## config.mk

```make
export PLATFORM = sky130hd
export DESIGN_NAME = command_frame_crc_appender
export DESIGN_NICKNAME = d
export VERILOG_FILES = /design/src/design/cfca_pkg.sv /design/src/design/command_frame_crc_appender.sv
export SDC_FILE = /design/constraint.sdc
export NUM_CORES = 1
export LEC_CHECK = 0
export BUFFER_PORTS_ARGS = -buffer_cell sky130_fd_sc_hd__buf_2
export CAP_MARGIN = 20
export CORE_MARGIN = 3
export CORE_UTILIZATION = 58
export DETAILED_ROUTE_END_ITERATION = 6
export PLACE_DENSITY_LB_ADDON = 0.3
export SYNTH_ARGS = -nofsm -noshare
export SYNTH_HDL_FRONTEND = slang
export SYNTH_SLANG_ARGS = --single-unit
```

## constraint.sdc

```tcl
create_clock -name clk -period 2.6 [get_ports clk]
set_clock_uncertainty 0.05 [all_clocks]
set_input_delay 0.13 -clock clk [delete_from_list [all_inputs] [get_ports clk]]
set_output_delay 0.13 -clock clk [all_outputs]
set_load 0.1 [all_outputs]
```

## src/design/cfca_pkg.sv

```systemverilog
// cfca_pkg: beat types, frame constants and CRC-16 helper functions for the
// command frame CRC appender. No dependencies; used by the top level and its checker.
package cfca_pkg;

	// Input beat: one command byte and its end-of-command mark
	typedef struct packed {
		logic [7:0] cmd_byte;
		logic       last_byte;
	} in_beat_t;

	// Output beat: one framed byte and the closing-terminator mark
	typedef struct packed {
		logic [7:0] out_byte;
		logic       frame_end;
	} out_beat_t;

	// Which part of a frame tail the output side is sending
	typedef enum logic [1:0] {
		BEAT_DATA,
		BEAT_CRC_HI,
		BEAT_CRC_LO,
		BEAT_TERM
	} beat_sel_t;

	localparam logic [7:0] FRAME_TERM = 8'h0D;
	localparam logic [7:0] ESC_PAREN  = 8'h28;
	localparam logic [7:0] ESC_CR     = 8'h0D;
	localparam logic [7:0] ESC_LF     = 8'h0A;

	// Remainders of polynomial 0x1021 for each top nibble
	localparam logic [15:0] NIBBLE_TAB [16] = '{
		16'h0000, 16'h1021, 16'h2042, 16'h3063, 16'h4084, 16'h50A5, 16'h60C6, 16'h70E7,
		16'h8108, 16'h9129, 16'hA14A, 16'hB16B, 16'hC18C, 16'hD1AD, 16'hE1CE, 16'hF1EF
	};

	// Absorb one nibble, MSB first
	function automatic logic [15:0] crc_nibble(input logic [15:0] crc, input logic [3:0] nib);
		logic [3:0] idx;
		idx = crc[15:12] ^ nib;
		return {crc[11:0], 4'h0} ^ NIBBLE_TAB[idx];
	endfunction

	// Absorb one byte as two nibble steps
	function automatic logic [15:0] crc_byte(input logic [15:0] crc, input logic [7:0] b);
		logic [15:0] mid;
		mid = crc_nibble(crc, b[7:4]);
		return crc_nibble(mid, b[3:0]);
	endfunction

	// Raise a CRC byte by one where it would collide with a framing character
	function automatic logic [7:0] escape_byte(input logic [7:0] b);
		logic [7:0] r;
		r = b;
		if (b inside {ESC_PAREN, ESC_CR, ESC_LF}) begin
			r = b + 8'd1;
		end
		return r;
	endfunction

endpackage

```

## src/design/command_frame_crc_appender.sv

```systemverilog
// command_frame_crc_appender: passes command bytes through and closes each
// command with its CRC-16 (XMODEM) bytes and a carriage return. Uses cfca_pkg.
//
//   channel | direction | handshake               | payload
//   in      | input     | in_valid / in_ready     | cfca_pkg::in_beat_t  in_beat
//   out     | output    | out_valid / out_ready   | cfca_pkg::out_beat_t out_beat
//
// A byte that is not last yields one output beat; a last byte yields four beats (byte,
// CRC high, CRC low, terminator) through the single output port. The CRC is updated as
// a byte is taken, so bytes may arrive every cycle while no stall or frame tail holds them.
// Reset clears the running CRC and empties the input stage and output register.
// A stalled output holds its beat; the input stage refills as soon as its last beat
// moves to the output register.
module command_frame_crc_appender (
	input  logic                clk,
	input  logic                arst_n,
	input  logic                in_valid,
	output logic                in_ready,
	input  cfca_pkg::in_beat_t  in_beat,
	output logic                out_valid,
	input  logic                out_ready,
	output cfca_pkg::out_beat_t out_beat
);

	logic [15:0]         crc_q;
	logic                valid_s1;
	logic [7:0]          byte_s1;
	logic                last_s1;
	logic [7:0]          crc_hi_s1;
	logic [7:0]          crc_lo_s1;
	cfca_pkg::beat_sel_t sel_q;
	cfca_pkg::beat_sel_t sel_next;
	logic                out_valid_q;
	cfca_pkg::out_beat_t out_beat_q;
	cfca_pkg::out_beat_t beat_mux;

	logic        in_take;
	logic        load_out;
	logic        s1_done;
	logic [15:0] crc_next;

	// Handshake between the input stage and the output register
	assign load_out = valid_s1 && (!out_valid_q || out_ready);
	assign s1_done  = load_out && (!last_s1 || sel_q == cfca_pkg::BEAT_TERM);
	assign in_ready = !valid_s1 || s1_done;
	assign in_take  = in_valid && in_ready;
	assign crc_next = cfca_pkg::crc_byte(crc_q, in_beat.cmd_byte);

	// Pick the beat to send and the tail position after it
	always_comb begin
		beat_mux = '0;
		sel_next = cfca_pkg::BEAT_DATA;
		case (sel_q)
			cfca_pkg::BEAT_DATA: begin
				beat_mux.out_byte = byte_s1;
				sel_next          = cfca_pkg::BEAT_CRC_HI;
			end
			cfca_pkg::BEAT_CRC_HI: begin
				beat_mux.out_byte = crc_hi_s1;
				sel_next          = cfca_pkg::BEAT_CRC_LO;
			end
			cfca_pkg::BEAT_CRC_LO: begin
				beat_mux.out_byte = crc_lo_s1;
				sel_next          = cfca_pkg::BEAT_TERM;
			end
			cfca_pkg::BEAT_TERM: begin
				beat_mux.out_byte  = cfca_pkg::FRAME_TERM;
				beat_mux.frame_end = 1'b1;
				sel_next           = cfca_pkg::BEAT_DATA;
			end
			default: begin
				beat_mux = '0;
				sel_next = cfca_pkg::BEAT_DATA;
			end
		endcase
	end

	// Advance the running CRC; clear it after the last byte
	always_ff @(posedge clk or negedge arst_n) begin
		if (!arst_n) begin
			crc_q <= '0;
		end else if (in_take) begin
			crc_q <= in_beat.last_byte ? 16'h0000 : crc_next;
		end
	end

	// Input stage valid and tail position
	always_ff @(posedge clk or negedge arst_n) begin
		if (!arst_n) begin
			valid_s1 <= 1'b0;
			sel_q    <= cfca_pkg::BEAT_DATA;
		end else begin
			if (in_take) begin
				valid_s1 <= 1'b1;
			end else if (s1_done) begin
				valid_s1 <= 1'b0;
			end
			if (s1_done) begin
				sel_q <= cfca_pkg::BEAT_DATA;
			end else if (load_out) begin
				sel_q <= sel_next;
			end
		end
	end

	// Capture the byte and the escaped CRC bytes of the frame
	always_ff @(posedge clk) begin
		if (in_take) begin
			byte_s1   <= in_beat.cmd_byte;
			last_s1   <= in_beat.last_byte;
			crc_hi_s1 <= cfca_pkg::escape_byte(crc_next[15:8]);
			crc_lo_s1 <= cfca_pkg::escape_byte(crc_next[7:0]);
		end
	end

	// Output register: load a new beat or drop the taken one
	always_ff @(posedge clk or negedge arst_n) begin
		if (!arst_n) begin
			out_valid_q <= 1'b0;
		end else if (load_out) begin
			out_valid_q <= 1'b1;
		end else if (out_ready) begin
			out_valid_q <= 1'b0;
		end
	end

	always_ff @(posedge clk) begin
		if (load_out) begin
			out_beat_q <= beat_mux;
		end
	end

	assign out_valid = out_valid_q;
	assign out_beat  = out_beat_q;

endmodule

```

==> metrics.txt, run 1 <==
area of the mapped netlist 2465 um2; synthesized area per cell 13.93 um2; Slew Limit Fails 0; combinational share of power around half; CTS buffer count 5; Worst slew margin 63.56%; Tmin final 2.390 ns; xor-xnor portion of the synthesized cell area 13.30%; Critical Path Fanout Max 6; Final Hold Fails 0; DRC 0; CTS tree done; GPL Wtd Cong 0.8973; area growth from synthesis to final layout 15.89%; Final Instance Area between 2000 and 3000 um2; crit path DAT ~2.4 ns; Synth Area in Simple Gates 6.853%; Synth Warn # 0; Die X 71.19 um; Setup TNS 0 ns; Post-Synth Adder-Cell Area about 2.0%; number of antenna diodes 0; drt pass-1 iters 6; Hold Crit Start in_beat[1]; area share of the largest cell type after synthesis 41.42%; full die area slightly above 5000 um2; Clk pwr share about 14%; top cells by area, synth edfxtp_1, dfrtp_1, xnor2_1; remaining antenna violation count 0; Initial Util 60.75%; max_cap viols 0; WP data required 2.60 ns; Power Density 1431 nW/um2; sw frac 42.24%; RR Startpoint crc_q[12]; ratio of final minimum period to clock period 91.94%; Post-synth EDFFs 34; IO Pins 24; HP Class in2reg; via count 1541; Clock Path Buffers 2; remaining global-route overflow 0; post-synthesis mux area share 1.371%; Worst-Margin Slew 0.5428 ns; overall power just over 0.004 W; leak pwr ~1.2 nW; final setup fails 0; ys flop type edfxtp_1; pin count of the biggest net entering global routing 26; drt first-iter violations about 110; Post-Synthesis Cells 177; sw power 0.001727 W; num rows 23; Clock Latency Late Sink approximately 0.31 ns; sequential area share after synthesis 61.73%; internal power 0.002362 W; largest family of logic cells by synthesized area XOR/XNOR gates; WL/cell 18.12 um; asr flop ratio synth a little under two fifths; WL final 4766 um; area fraction in compound gates after synthesis between 10% and 20%; worst reg-to-reg setup slack 0.21 ns; worst r2r path cells 5; die height 71.19 um; initial antenna violation count 0; Max VDD drop ~0.76 mV; filler instances 295; share of cells above drive strength 1 23.47%; status finished clean; Syn Nets slightly below 200; Netlist cell types 35; final core occ 70.40%; global-route wire length before repair 8010 um; Placed Area ~2700 um2; hpwl dp 3568 um; Clock Sink Count 54; fmax 418.3 MHz; vias in the first global route 1605; sequential power share 35.9%; Clk pin slew, worst setup/hold paths 0.10 ns; Yosys reg bits 54; H-Tree Depth 2; Hold Path Depth 1; final hold slack 0.03520 ns; Via density just under 6; r2r endpoint crc_hi_s1[0]; cell accounting for the most synthesized area edfxtp_1; Startpoint Class register; clock root cell clkbuf_8; CP Capture Type register; Core Region about 4100 um2; kind of critical path reg2reg; PortBufs 23; RSZ-0062 raised after global routing false; gr usage total 20.68%; nets@finish 229; WHS Endpoint byte_s1[0]
[cells in the mapped netlist, drive strengths merged, types with 2 or more instances]
library cell,count
edfxtp,34
dfrtp,20
xnor2,19
nand2,18
o21ai,11
inv,10
o31ai,9
a22o,8
a22oi,5
clkbuf,4
ha,4
a221o,3
mux2,3
nand2b,3
nor2,3
xor2,3
buf,2
nand3,2
nor2b,2
xnor3,2
xor3,2
[power by group through the flow]
stage,clock network (W),logic [W],registers (W)
after floorplan,0,0.00122,0.00182
after global placement,0,0.00201,0.00147
after detailed placement,0,0.00206,0.00149
after CTS,0.000556,0.00207,0.00147
after global routing,0.000588,0.00225,0.00150
final,0.000552,0.00207,0.00147
[what timing repair did]
action,in CTS,in global routing
endpoints found under the hold margin,25,1
hold buffers,6,1
buffers inserted,0,0
resized for setup,0,1
endpoints found under the setup margin,0,1
[area by class of cell]
| cell class | count | area (um2) | share of cell area [%] |
|---|---|---|---|
| clock buffers | 6 | 72.57 | 2.541 |
| clock inverters | 2 | 37.54 | 1.314 |
| inverters | 10 | 41.29 | 1.445 |
| multi-input cells | 107 | 904.6 | 31.67 |
| flip-flops and latches | 54 | 1523 | 53.31 |
| well taps | 50 | 62.56 | 2.190 |
| repair buffers | 34 | 215.2 | 7.534 |
[metal layers]
| metal | routed length [um] | track usage (%) |
|---|---|---|
| met1 | 2071 | 28.47 |
| met2 | 2397 | 33.06 |
| met3 | 212 | 4.545 |
| met4 | 85 | 6.472 |
| met5 | 0 | 0 |
[state kept, by name (all words and copies together), names as in the netlist]
| signal | cells |
|---|---|
| crc_q | 16 |
| out_valid | 1 |
| crc_lo_s1 | 8 |
| out_beat | 9 |
| last_s1 | 1 |
| sel_q | 2 |
| crc_hi_s1 | 8 |
| valid_s1 | 1 |
| byte_s1 | 8 |
[worst max-delay path, cell delays in order (launching register included)]
cell	delay, ns
dfrtp_1	0.45
xnor2_4	0.24
xnor3_2	0.50
or4_4	0.55
o41ai_2	0.22
o31ai_1	0.12
[worst max path at each step]
stage,end,from,slack (ns)
2_1_floorplan,byte_s1[0],out_valid,0.002
3_5_place_dp,crc_hi_s1[0],crc_q[15],0.15
6_report,crc_hi_s1[0],crc_q[12],0.21
4_1_cts,crc_hi_s1[0],crc_q[15],0.16
3_3_place_gp,crc_hi_s1[0],crc_q[15],0.28
5_1_grt,crc_hi_s1[0],crc_q[12],0.07
[logic make-up (layout without fill, tap and decap cells)]
family	after synthesis	in the layout
muxes	3	3
xor gates and xnor gates	26	26
buffers and inverters	16	52
AOI/OAI and AO/OA	40	40
DFF	54	54
and+or+nand+nor	34	34
adders and majority gates	4	4
[metrics by stage]
| step | instances | worst slack [ns] |
|---|---|---|
| floorplan | 177 | 0.002351 |
| global placement | 248 | 0.2792 |
| detailed placement | 248 | 0.1543 |
| CTS | 262 | 0.1597 |
| global route | 263 | 0.06740 |
| finish | 263 | 0.2095 |
[cell usage in the layout, fill, tap and decap left out, types with 2 or more instances in the layout]
master / n
ha_1: 4
mux2_2: 3
nand3_1: 2
clkbuf_8: 5
xor2_1: 3
buf_2: 23
nor2_1: 3
nand2_1: 17
dfrtp_1: 19
xnor2_1: 14
nand2b_1: 3
dlygate4sd3_1: 7
a221o_1: 3
o21ai_0: 10
nor2b_1: 2
a22oi_1: 5
o31ai_1: 9
xnor2_2: 4
buf_4: 4
inv_1: 9
clkinvlp_4: 2
a22o_1: 7
edfxtp_1: 34
xor3_1: 2
Note: power is estimated with default switching activity, not from simulation.
==> run 2: changes to the inputs <==
- CAP_MARGIN: 20 -> 5
- CORE_UTILIZATION: 58 -> 45
==> metrics.txt, run 2 (same netlist as run 1, synthesis figures left out) <==
vias in the first global route roughly 1500; number of antenna diodes 0; sw power 0.001719 W; max_cap viols 0; met1 Use GR a little under a quarter; grt met2 use 26.32%; num rows 26; final core occ a little under three fifths; WL/cell 16.93 um; Hold Path Depth 1; worst r2r path cells 5; commonest cells after routing, fill and taps aside edfxtp_1, buf_2, dfrtp_1; Setup TNS 0 ns; Critical Path Fanout Max 5; overall power 0.004178 W; Final Hold Fails 0; gr usage total between 15 and 20%; sequential power share 35.0%; area growth from synthesis to final layout 18.43%; GR Layer Usage met3 3.499%; WP data required between 2 and 3 ns; Clk pwr share between 10% and 20%; remaining global-route overflow 0; crit path DAT approximately 2.5 ns; internal power about 0.0025 W; Core Region ~5200 um2; combinational share of power 49.2%; WL final 4826 um; Slew Limit Fails 0; Clk pin slew, worst setup/hold paths 0.10 ns; slowest stage cell on the critical path dlygate4sd3_1; r2r endpoint crc_hi_s1[0]; ratio of final minimum period to clock period 95.56%; RR Startpoint crc_q[15]; global-route wire length before repair 7962 um; final hold slack 0.02092 ns; PortBufs 23; final setup fails 0; HP Class in2reg; remaining antenna violation count 0; Die X about 80 um; Worst-Margin Slew 0.6505 ns; CP Capture Type register; most common cell after layout, fill and taps aside edfxtp_1; Via density 5.305; full die area 6402 um2; hpwl dp 3425 um; fmax 402.5 MHz; Clock Sink Count 54; pin count of the biggest net entering global routing 26; Worst slew margin around 56%; kind of critical path in2reg; RSZ-0062 raised after global routing false; IO Pins 24; DRC 0; GPL Wtd Cong 0.9146; status finished clean; drt pass-1 iters 4; clock root cell clkbuf_8; leak pwr between 1 and 1.5 nW; die height 80.01 um; sw frac 41.14%; Clock Path Buffers 2; Top reg by flops crc_q; worst reg-to-reg setup slack between 0.15 and 0.2 ns; Startpoint Class primary input; busiest grt layer met2; Initial Util 47.36%; share of cells above drive strength 1 23.72%; Tmin final 2.485 ns; post-cts sizing count 0; H-Tree Depth 2; CTS tree done; nets@finish roughly 230; CP Cell Sequence dlygate4sd3_1 > buf_2 > xnor2_1 > xor3_1 > or4_4 > o41ai_2 > o31ai_1; drt first-iter violations 117; Hold Crit Start in_beat[1]; Power Density 1431 nW/um2; Clock Latency Late Sink 0.31 ns; initial antenna violation count 0; Largest stage delay, worst path 0.53 ns; max reg flops 16; CTS buffer count 5; via count 1512; WHS Endpoint byte_s1[0]; Max VDD drop 0.5837 mV
-- run 2: area by class of cell --
cell class	instances	area, um2
Clock inverter	3	68.82
Clock buffer	5	68.82
Tap cell	70	87.58
Inverter	10	41.29
Sequential cell	54	1523
Fill cell	452	2286
Timing Repair Buffer	36	232.7
Multi-Input combinational cell	107	897.1
-- run 2: critical path: cells and delay by family --
kind	cells	cell delay (ns)
and+or+nand+nor	1	0.45
xor gates and xnor gates	2	0.87
buffers and inverters	2	0.67
AOI/OAI and AO/OA	2	0.36
-- run 2: power by group through the flow --
stage	registers, W	clock network (W)	logic (W)
2_1_floorplan	0.00182	0	0.00122
3_3_place_gp	0.00147	0	0.00201
3_5_place_dp	0.00148	0	0.00204
4_1_cts	0.00146	0.000675	0.00206
5_1_grt	0.00149	0.000706	0.00222
6_report	0.00146	0.000663	0.00205
-- run 2: routing by layer --
layer / vias to the layer above / wire [um]
met3: 10 / 195
li1: 722 / -
met4: 0 / 60
met1: 732 / 2194
met5: - / 0
met2: 48 / 2376
-- run 2: through the flow --
stage	instances	cell area, um2	worst slack (ns)
global route	285	2919	0.02980
CTS	284	2909	0.1323
detailed placement	269	2701	0.2092
floorplan	177	2484	0.002351
global placement	269	2701	0.2806
finish	285	2919	0.1153
-- run 2: repair_timing --
action	in CTS	in global routing
hold endpoints to repair	26	1
hold buffers	7	1
buffers inserted	0	0
-- run 2: how the worst max path moves through the flow --
stage	from	to	slack, ns	cells after the start
global placement	crc_q[15]	crc_hi_s1[0]	0.28	5
floorplan	out_valid	byte_s1[0]	0.002	5
detailed placement	crc_q[15]	crc_hi_s1[0]	0.21	5
global route	in_beat[8]	crc_hi_s1[0]	0.03	7
CTS	in_beat[8]	crc_hi_s1[0]	0.13	7
finish	in_beat[8]	crc_hi_s1[0]	0.12	7
